--- config.mk ---
export PLATFORM = sky130hd
export DESIGN_NAME = sorted_insertion_store
export DESIGN_NICKNAME = d
export VERILOG_FILES = /design/src/rtl/core/sis_pkg.sv /design/src/rtl/core/sis_datapath.sv /design/src/rtl/core/sis_ctrl.sv /design/src/rtl/core/sorted_insertion_store.sv
export VERILOG_INCLUDE_DIRS = /design/src /design/src/rtl/core
export SDC_FILE = /design/constraint.sdc
export NUM_CORES = 2
export LEC_CHECK = 0
export BUFFER_PORTS_ARGS = -buffer_cell sky130_fd_sc_hd__buf_4
export CAP_MARGIN = 20
export CELL_PAD_IN_SITES_DETAIL_PLACEMENT = 0
export CELL_PAD_IN_SITES_GLOBAL_PLACEMENT = 2
export CORE_ASPECT_RATIO = 1.75
export CORE_UTILIZATION = 43
export CTS_BUF_LIST = sky130_fd_sc_hd__clkbuf_8
export DETAILED_ROUTE_END_ITERATION = 10
export GPL_ROUTABILITY_DRIVEN = 0
export PLACE_DENSITY_LB_ADDON = 0.3
export SYNTH_ARGS = -nofsm -noshare
export SYNTH_HDL_FRONTEND = slang
export SYNTH_SLANG_ARGS = --single-unit
export TNS_END_PERCENT = 30
--- constraint.sdc ---
create_clock -name clock -period 7.7 [get_ports clock]
set_input_delay 1.54 -clock clock [delete_from_list [all_inputs] [get_ports clock]]
set_output_delay 1.54 -clock clock [all_outputs]
set_load 0.05 [all_outputs]
--- src/rtl/core/assert_macros.svh ---
// ----------------------------------------------------------------------------
// assertion macros
// Shared concurrent assertion macros for the sorted insertion store.
// ----------------------------------------------------------------------------
`ifndef ASSERT_MACROS_SVH
`define ASSERT_MACROS_SVH
`ifndef SYNTHESIS
// antecedent implies consequent in the same cycle
`define SIS_ASSERT_SAME(label, clk, rst, ante, cons) \
   label: assert property (@(posedge clk) disable iff (rst) (ante) |-> (cons)) \
      else $error("sorted insertion store assertion failed");
// antecedent implies consequent in the next cycle
`define SIS_ASSERT_NEXT(label, clk, rst, ante, cons) \
   label: assert property (@(posedge clk) disable iff (rst) (ante) |=> (cons)) \
      else $error("sorted insertion store assertion failed");
`else
`define SIS_ASSERT_SAME(label, clk, rst, ante, cons)
`define SIS_ASSERT_NEXT(label, clk, rst, ante, cons)
`endif
`endif

--- src/rtl/core/sis_pkg.sv ---
// ----------------------------------------------------------------------------
// sis_pkg
// Types and constants shared by the sorted insertion store modules.
// ----------------------------------------------------------------------------
package sis_pkg;

   // store geometry
   localparam int DEPTH   = 32;
   localparam int COUNT_W = $clog2(DEPTH + 1);
   localparam int VALUE_W = 32;
   localparam int FILL_W  = 6;

   // request action codes
   typedef enum logic [1:0] {
      ACT_INSERT = 2'd0,
      ACT_DUMP   = 2'd1,
      ACT_CLEAR  = 2'd2
   } action_type;

   // response status codes
   typedef enum logic [2:0] {
      ST_INSERTED = 3'd0,
      ST_FULL     = 3'd1,
      ST_ENTRY    = 3'd2,
      ST_EMPTY    = 3'd3,
      ST_CLEARED  = 3'd4
   } status_type;

   // datapath operation on the cell chain
   typedef enum logic [1:0] {
      OP_HOLD,
      OP_INSERT,
      OP_ROTATE,
      OP_CLEAR
   } op_type;

   // controller states
   typedef enum logic {
      S_IDLE,
      S_DUMP
   } state_type;

   // controller to datapath command
   typedef struct packed {
      op_type     op;
      logic       load_out;
      status_type status;
      logic       emit_entry;
      logic       last;
   } dp_cmd_type;

   // datapath to controller status
   typedef struct packed {
      logic [COUNT_W-1:0] count;
      logic               full;
      logic               empty;
   } dp_stat_type;

endpackage

--- src/rtl/core/sis_datapath.sv ---
// ----------------------------------------------------------------------------
// sis_datapath
// Compare-and-shift cell chain, entry count and response payload register.
// ----------------------------------------------------------------------------
module sis_datapath (
   input  logic                               clock,
   input  logic                               reset,
   input  sis_pkg::dp_cmd_type                cmd,
   input  logic signed [sis_pkg::VALUE_W-1:0] item_value,
   output sis_pkg::dp_stat_type               stat,
   output sis_pkg::status_type                rsp_status,
   output logic signed [sis_pkg::VALUE_W-1:0] rsp_value,
   output logic                               rsp_last,
   output logic [sis_pkg::FILL_W-1:0]         rsp_fill
);
   import sis_pkg::*;

   logic signed [VALUE_W-1:0] cell_ff [DEPTH];
   logic signed [VALUE_W-1:0] cell_in [DEPTH];
   logic [DEPTH-1:0]          gt;
   logic [COUNT_W-1:0]        count_ff;
   logic [COUNT_W-1:0]        count_in;
   status_type                status_ff;
   logic signed [VALUE_W-1:0] value_ff;
   logic                      last_ff;
   logic [FILL_W-1:0]         fill_ff;

   // per-cell compare and next value
   for (genvar g = 0; g < DEPTH; g++) begin : g_cell
      logic signed [VALUE_W-1:0] prev_value;
      logic                      prev_gt;
      logic signed [VALUE_W-1:0] next_value;

      assign gt[g] = (COUNT_W'(g) < count_ff) && (cell_ff[g] > item_value);

      if (g > 0) begin : g_prev
         assign prev_value = cell_ff[g-1];
         assign prev_gt    = gt[g-1];
      end else begin : g_first
         assign prev_value = item_value;
         assign prev_gt    = 1'b0;
      end

      if (g < DEPTH - 1) begin : g_next
         assign next_value = cell_ff[g+1];
      end else begin : g_last
         assign next_value = cell_ff[g];
      end

      always_comb begin
         cell_in[g] = cell_ff[g];
         case (cmd.op)
            OP_INSERT: begin
               if (prev_gt) begin
                  cell_in[g] = prev_value;
               end else if (gt[g] || COUNT_W'(g) == count_ff) begin
                  cell_in[g] = item_value;
               end
            end
            OP_ROTATE: begin
               // head entry wraps to the end of the occupied run
               if (COUNT_W'(g + 1) == count_ff) begin
                  cell_in[g] = cell_ff[0];
               end else if (COUNT_W'(g) < count_ff) begin
                  cell_in[g] = next_value;
               end
            end
            default: cell_in[g] = cell_ff[g];
         endcase
      end
   end

   // entry count update
   always_comb begin
      case (cmd.op)
         OP_INSERT: count_in = count_ff + COUNT_W'(1);
         OP_CLEAR:  count_in = '0;
         default:   count_in = count_ff;
      endcase
   end

   // cell storage
   always_ff @(posedge clock) begin
      for (int i = 0; i < DEPTH; i++) begin
         cell_ff[i] <= cell_in[i];
      end
   end

   // entry count register
   always_ff @(posedge clock) begin
      if (reset) begin
         count_ff <= '0;
      end else begin
         count_ff <= count_in;
      end
   end

   // response payload register
   always_ff @(posedge clock) begin
      if (cmd.load_out) begin
         status_ff <= cmd.status;
         value_ff  <= cmd.emit_entry ? cell_ff[0] : '0;
         last_ff   <= cmd.last;
         fill_ff   <= FILL_W'(count_in);
      end
   end

   assign stat.count = count_ff;
   assign stat.full  = (count_ff == COUNT_W'(DEPTH));
   assign stat.empty = (count_ff == '0);
   assign rsp_status = status_ff;
   assign rsp_value  = value_ff;
   assign rsp_last   = last_ff;
   assign rsp_fill   = fill_ff;

endmodule

--- src/rtl/core/sis_ctrl.sv ---
// ----------------------------------------------------------------------------
// sis_ctrl
// Request decode, dump sequencing and response valid control.
// ----------------------------------------------------------------------------
module sis_ctrl (
   input  logic                 clock,
   input  logic                 reset,
   input  logic                 req_tvalid,
   output logic                 req_tready,
   input  logic [1:0]           action,
   output logic                 rsp_tvalid,
   input  logic                 rsp_tready,
   input  sis_pkg::dp_stat_type stat,
   output sis_pkg::dp_cmd_type  cmd
);
   import sis_pkg::*;

   state_type          state_ff;
   state_type          state_in;
   logic [COUNT_W-1:0] rem_ff;
   logic [COUNT_W-1:0] rem_in;
   logic               out_valid_ff;
   logic               out_valid_in;
   logic               slot_free;

   // state and counters
   always_ff @(posedge clock) begin
      if (reset) begin
         state_ff     <= S_IDLE;
         rem_ff       <= '0;
         out_valid_ff <= 1'b0;
      end else begin
         state_ff     <= state_in;
         rem_ff       <= rem_in;
         out_valid_ff <= out_valid_in;
      end
   end

   // next state and commands
   always_comb begin
      slot_free      = !out_valid_ff || rsp_tready;
      state_in       = state_ff;
      rem_in         = rem_ff;
      out_valid_in   = out_valid_ff && !rsp_tready;
      req_tready     = 1'b0;
      cmd.op         = OP_HOLD;
      cmd.load_out   = 1'b0;
      cmd.status     = ST_INSERTED;
      cmd.emit_entry = 1'b0;
      cmd.last       = 1'b1;
      unique case (state_ff)
         S_IDLE: begin
            req_tready = slot_free;
            if (req_tvalid && slot_free) begin
               case (action)
                  ACT_INSERT: begin
                     cmd.load_out = 1'b1;
                     if (stat.full) begin
                        cmd.status = ST_FULL;
                     end else begin
                        cmd.op     = OP_INSERT;
                        cmd.status = ST_INSERTED;
                     end
                  end
                  ACT_DUMP: begin
                     cmd.load_out = 1'b1;
                     if (stat.empty) begin
                        cmd.status = ST_EMPTY;
                     end else begin
                        cmd.op         = OP_ROTATE;
                        cmd.status     = ST_ENTRY;
                        cmd.emit_entry = 1'b1;
                        cmd.last       = (stat.count == COUNT_W'(1));
                        rem_in         = stat.count - COUNT_W'(1);
                        if (stat.count != COUNT_W'(1)) begin
                           state_in = S_DUMP;
                        end
                     end
                  end
                  ACT_CLEAR: begin
                     cmd.load_out = 1'b1;
                     cmd.op       = OP_CLEAR;
                     cmd.status   = ST_CLEARED;
                  end
                  default: cmd.load_out = 1'b0;
               endcase
               out_valid_in = out_valid_in || cmd.load_out;
            end
         end
         S_DUMP: begin
            // one entry per free output slot, head of chain then rotate
            if (slot_free) begin
               cmd.op         = OP_ROTATE;
               cmd.load_out   = 1'b1;
               cmd.status     = ST_ENTRY;
               cmd.emit_entry = 1'b1;
               cmd.last       = (rem_ff == COUNT_W'(1));
               rem_in         = rem_ff - COUNT_W'(1);
               out_valid_in   = 1'b1;
               if (rem_ff == COUNT_W'(1)) begin
                  state_in = S_IDLE;
               end
            end
         end
         default: state_in = S_IDLE;
      endcase
   end

   assign rsp_tvalid = out_valid_ff;

endmodule

--- src/rtl/core/sorted_insertion_store.sv ---
// ----------------------------------------------------------------------------
// sorted_insertion_store
// Keeps up to 32 signed values in ascending order with stable ties.
// ----------------------------------------------------------------------------
// Insert, clear and a dump of an empty store each give one transfer; a new
// request is taken every cycle as long as the response side keeps up. Inserts
// go into a chain of compare-and-shift cells. A dump of n entries gives n
// transfers, one per cycle while the response side keeps up, read from the
// head of the chain while it rotates, and no request is taken until the last
// of them is loaded into the response register. An insert into a full store
// is dropped and reported.
`include "assert_macros.svh"

module sorted_insertion_store (
   input  logic        clock,
   input  logic        reset,
   input  logic        req_tvalid,
   output logic        req_tready,
   input  logic [31:0] req_tdata,  // [31:0] item_value
   input  logic [1:0]  req_tuser,  // [1:0] action
   output logic        rsp_tvalid,
   input  logic        rsp_tready,
   output logic [39:0] rsp_tdata,  // [31:0] entry_value, [37:32] fill_count, zero pad
   output logic [2:0]  rsp_tuser,  // [2:0] status
   output logic        rsp_tlast
);
   import sis_pkg::*;

   dp_cmd_type                cmd;
   dp_stat_type               stat;
   status_type                rsp_status;
   logic signed [VALUE_W-1:0] rsp_value;
   logic [FILL_W-1:0]         rsp_fill;

   // control
   sis_ctrl u_ctrl (
      .clock      (clock),
      .reset      (reset),
      .req_tvalid (req_tvalid),
      .req_tready (req_tready),
      .action     (req_tuser),
      .rsp_tvalid (rsp_tvalid),
      .rsp_tready (rsp_tready),
      .stat       (stat),
      .cmd        (cmd)
   );

   // cell chain and response payload
   sis_datapath u_datapath (
      .clock      (clock),
      .reset      (reset),
      .cmd        (cmd),
      .item_value (signed'(req_tdata)),
      .stat       (stat),
      .rsp_status (rsp_status),
      .rsp_value  (rsp_value),
      .rsp_last   (rsp_tlast),
      .rsp_fill   (rsp_fill)
   );

   // response packing
   assign rsp_tdata = {2'b00, rsp_fill, rsp_value};
   assign rsp_tuser = rsp_status;

   // checks
   `SIS_ASSERT_SAME(a_full_flag, clock, reset, rsp_tvalid && rsp_tuser == ST_FULL, rsp_tdata[37:32] == FILL_W'(DEPTH))
   `SIS_ASSERT_SAME(a_empty_flag, clock, reset, rsp_tvalid && rsp_tuser == ST_EMPTY, rsp_tdata[37:32] == '0 && rsp_tlast)
   `SIS_ASSERT_NEXT(a_clear_count, clock, reset, req_tvalid && req_tready && req_tuser == ACT_CLEAR, stat.count == '0)
   `SIS_ASSERT_SAME(a_count_bound, clock, reset, 1'b1, stat.count <= COUNT_W'(DEPTH))

endmodule
==> flow_summary_export.csv <==
group,metric,value,unit
detailed_routing,drt_first_pass_iters,11,
clock_network,clk_latency,1.05,ns
synth,ys_warn_count,0,
power,power.leakage,37.1,nW
worst_setup_path,cp-end-kind,"register",
timing,skew,0.108,ns
timing,finalCritPeriodShare,71.5,%
flow_run,maxCapViolations,0,
worst_setup_path,worstReg2RegEnd,"u_datapath.cell_ff[30][6]",
detailed_routing,ant_nets,0,
layout,multiInputGateArea,0.0500,mm2
place,place_inst,11423,
worst_hold_path,hp-class,"reg -> reg",
detailed_routing,routedWlPerCell,39.5,um
layout,final_cell_mix,"2,078 x nand2_1, 1,426 x a21oi_1, 1,066 x edfxtp_1, 1,030 x ha_1, 731 x a221o_1",
power,p_sw_share,35.8,%
power,clock_power_share,32.4,%
clock_network,cts_setup_buffers,0,
grt,overflow,0,
power,p_comb_share,22.9,%
detailed_routing,wirelength,466000,um
worst_setup_path,crit_type,"in -> reg",
clock_network,cts.sinks,1080,
worst_setup_path,crit_family,"compound AO/OA/AOI/OAI gates",
detailed_routing,drc_errors,3,
worst_setup_path,critPathSlowestCell,"o21ai_0",
clock_network,hold_buffers,0,
floorplanning,dieWidth,338,um
floorplanning,die_h,590,um
worst_setup_path,critPathMaxStageDelay,0.88,ns
worst_setup_path,r2r-start,"u_datapath.count_ff[0]",
synth,synth.avg_cell_area,9.24,um2
layout,utilization,47.6,%
grt,grt_max_degree,137,
floorplanning,die-area,0.199,mm2
layout,stdcell_count,11810,
worst_setup_path,rrSetupSlack,2.20,ns
timing,timing.fmax,0.182,GHz
power,power_frac_seq,44.7,%
synth,syn_area,0.0849,mm2
floorplanning,core_area,0.196,mm2
layout,n_fill_cell,18474,
grt,grt_usage,45.9,%
clock_network,postCtsResizedCells,0,
timing,rsz0062_at_grt,"no",
detailed_routing,post_drt_via_cell_ratio,7.28,
clock_network,htreeDepth,4,
synth,synth_ff_type,"edfxtp_1",
layout,drive_above_1_share,10.6,%
place,dp_hpwl,322000,um
timing,finalSetupTns,0,ns
grt,grt_pass1_vias,80717,
layout,syn_to_final_growth,9.95,%
worst_hold_path,min_to,"u_ctrl.rem_ff[4]",
synth,synth-edff-count,1066,
layout,regArea,0.0323,mm2
grt,grt_pass1_wl,640000,um
worst_setup_path,crit_required,8.41,ns
clock_network,clkTransAtPathRegs,0.07,ns
detailed_routing,via_count,85986,
floorplanning,std_cell_rows,215,
worst_setup_path,crit_arrival,6.22,ns
worst_setup_path,cp_cell_sequence,"buf_4, inv_2, buf_4, buf_4, ha_1, nand2_1, o21a_1, o211a_1, o21ai_0, o21a_1, o21ai_2, buf_4, a41oi_4, buf_16",
clock_network,numCtsBuffers,193,
worst_setup_path,cp-start-kind,"input pin",
worst_setup_path,worst-path-buf-inv,6,
synth,ys_async_sr_fraction,0,%
worst_hold_path,hp-start,"u_ctrl.rem_ff[4]",
outcome,violations,"design-rule violations",
power,powerDensity,183,mW/mm2
power,peakVddDrop,0.141,mV
synth,synthCells,9185,
detailed_routing,first_iter_violations,12691,
clock_network,tritoncts,"built",
clock_network,max-clock-path-buffers,4,
place,port_buffers,81,
worst_setup_path,path_max_fanout,33,
timing,hold_viol,0,
worst_setup_path,crit_start,"req_tdata[22]",
worst_hold_path,min_path_cells,1,
layout,final_common_cell,"nand2_1",
timing,finalCriticalPeriod,5.50,ns
timing,slew_headroom,3.75,%
power,p_sw,6.12,mW
synth,ys_seq_area_share,38.0,%
clock_network,cts-root-buf,"clkbuf_8",
synth,synth.distinct_cells,79,
layout,fin_nets,10095,
power,p_int,11.0,mW
worst_setup_path,cpMostUsedCell,"buf_4",
worst_setup_path,cp.depth,14,
timing,slew_violations,0,
worst_setup_path,reg2reg_depth,10,
floorplanning,io_pins,84,
outcome,status,"complete, but fails checks",
timing,worst_pin_slew,1.44,ns
grt,antenna_found_initial,54,
floorplanning,start_util,43.3,%
timing,final-setup-viol-count,0,
synth,ys_ff_latch,1080,
## metrics by stage
step	setup WS [ns]	hold WS, ns	area [um2]	power [mW]
6_report	2.20	0.506	93300	17.1
5_1_grt	2.30	0.559	93300	17.4
4_1_cts	2.45	0.512	93100	16.8
3_5_place_dp	1.61	0.498	89600	11.4
3_3_place_gp	1.49	0.482	89400	11.3
2_1_floorplan	0.616	0.463	84900	9.59
## power by group through the flow
stage / logic, mW / clock network (mW) / registers (mW)
3_5_place_dp: 3.67 / 0 / 7.70
6_report: 3.91 / 5.54 / 7.64
4_1_cts: 3.69 / 5.51 / 7.58
2_1_floorplan: 2.15 / 0 / 7.44
5_1_grt: 4.09 / 5.70 / 7.62
3_3_place_gp: 3.56 / 0 / 7.70
## routing by layer
metal  GRT usage, %  vias to the layer above  routed length [um]
met2           68.6                     6844              201000
met1           50.0                    41506              153000
met4           48.5                       34               60900
li1               -                    35318                   -
met5              0                        -                 274
met3           13.4                     2284               51300
## sequential cells by signal (all words and copies together) (netlist names)
| name | cells |
|---|---|
| u_datapath.count_ff | 6 |
| u_ctrl.state_ff | 1 |
| u_datapath.cell_ff | 1024 |
| u_ctrl.rsp_tvalid | 1 |
| u_datapath.rsp_value | 32 |
| u_datapath.rsp_status | 3 |
| u_ctrl.rem_ff | 6 |
| u_datapath.rsp_fill | 6 |
| u_datapath.rsp_last | 1 |
## cell usage after synthesis (60+ instances only)
master	instances	share of area (%)
nand4_1	221	1.6
a21oi_1	1427	8.4
a31o_2	133	1.4
ha_1	1032	15
a311o_1	63	0.74
o211ai_1	68	0.60
o21ai_0	134	0.79
clkbuf_1	587	2.6
a2bb2oi_1	126	1.3
nor2_1	134	0.59
nor4_1	60	0.44
nand2_1	2080	9.2
buf_2	149	0.88
a221o_1	731	8.6
inv_1	118	0.52
nand3_1	168	0.99
mux2i_1	158	1.9
edfxtp_1	1066	38
## cell type report
class / count / share of cell area, %
Timing Repair Buffer: 438 / 3.96
Antenna cell: 41 / 0.110
Clock buffer: 200 / 2.95
Tap cell: 2604 / 3.49
Inverter: 120 / 0.491
Clock inverter: 135 / 0.843
Sequential cell: 1080 / 34.6
Multi-Input combinational cell: 7192 / 53.6
## worst max-delay path by stage
stage / endpoint / slack, ns
after floorplan: u_datapath.cell_ff[30][0] / 0.62
after global placement: u_datapath.cell_ff[31][7] / 1.49
after detailed placement: u_datapath.cell_ff[26][4] / 1.61
after CTS: u_datapath.cell_ff[30][6] / 2.45
after global routing: u_datapath.cell_ff[6][2] / 2.30
final: u_datapath.cell_ff[23][19] / 2.20
## kinds of logic (layout without fill, tap and decap cells)
logic type | after synthesis | in the layout | share of synthesized area, %
and+or+nand+nor | 2887 | 2887 | 14.5
other | 1 | 43 | 0.00442
muxes | 158 | 158 | 1.86
buffers and inverters | 914 | 893 | 4.37
xor gates and xnor gates | 4 | 4 | 0.0413
AOI/OAI and AO/OA | 3109 | 3109 | 25.9
adders and majority gates | 1032 | 1032 | 15.2
DFF | 1080 | 1080 | 38.0
Power figures use the tool's default switching activity.
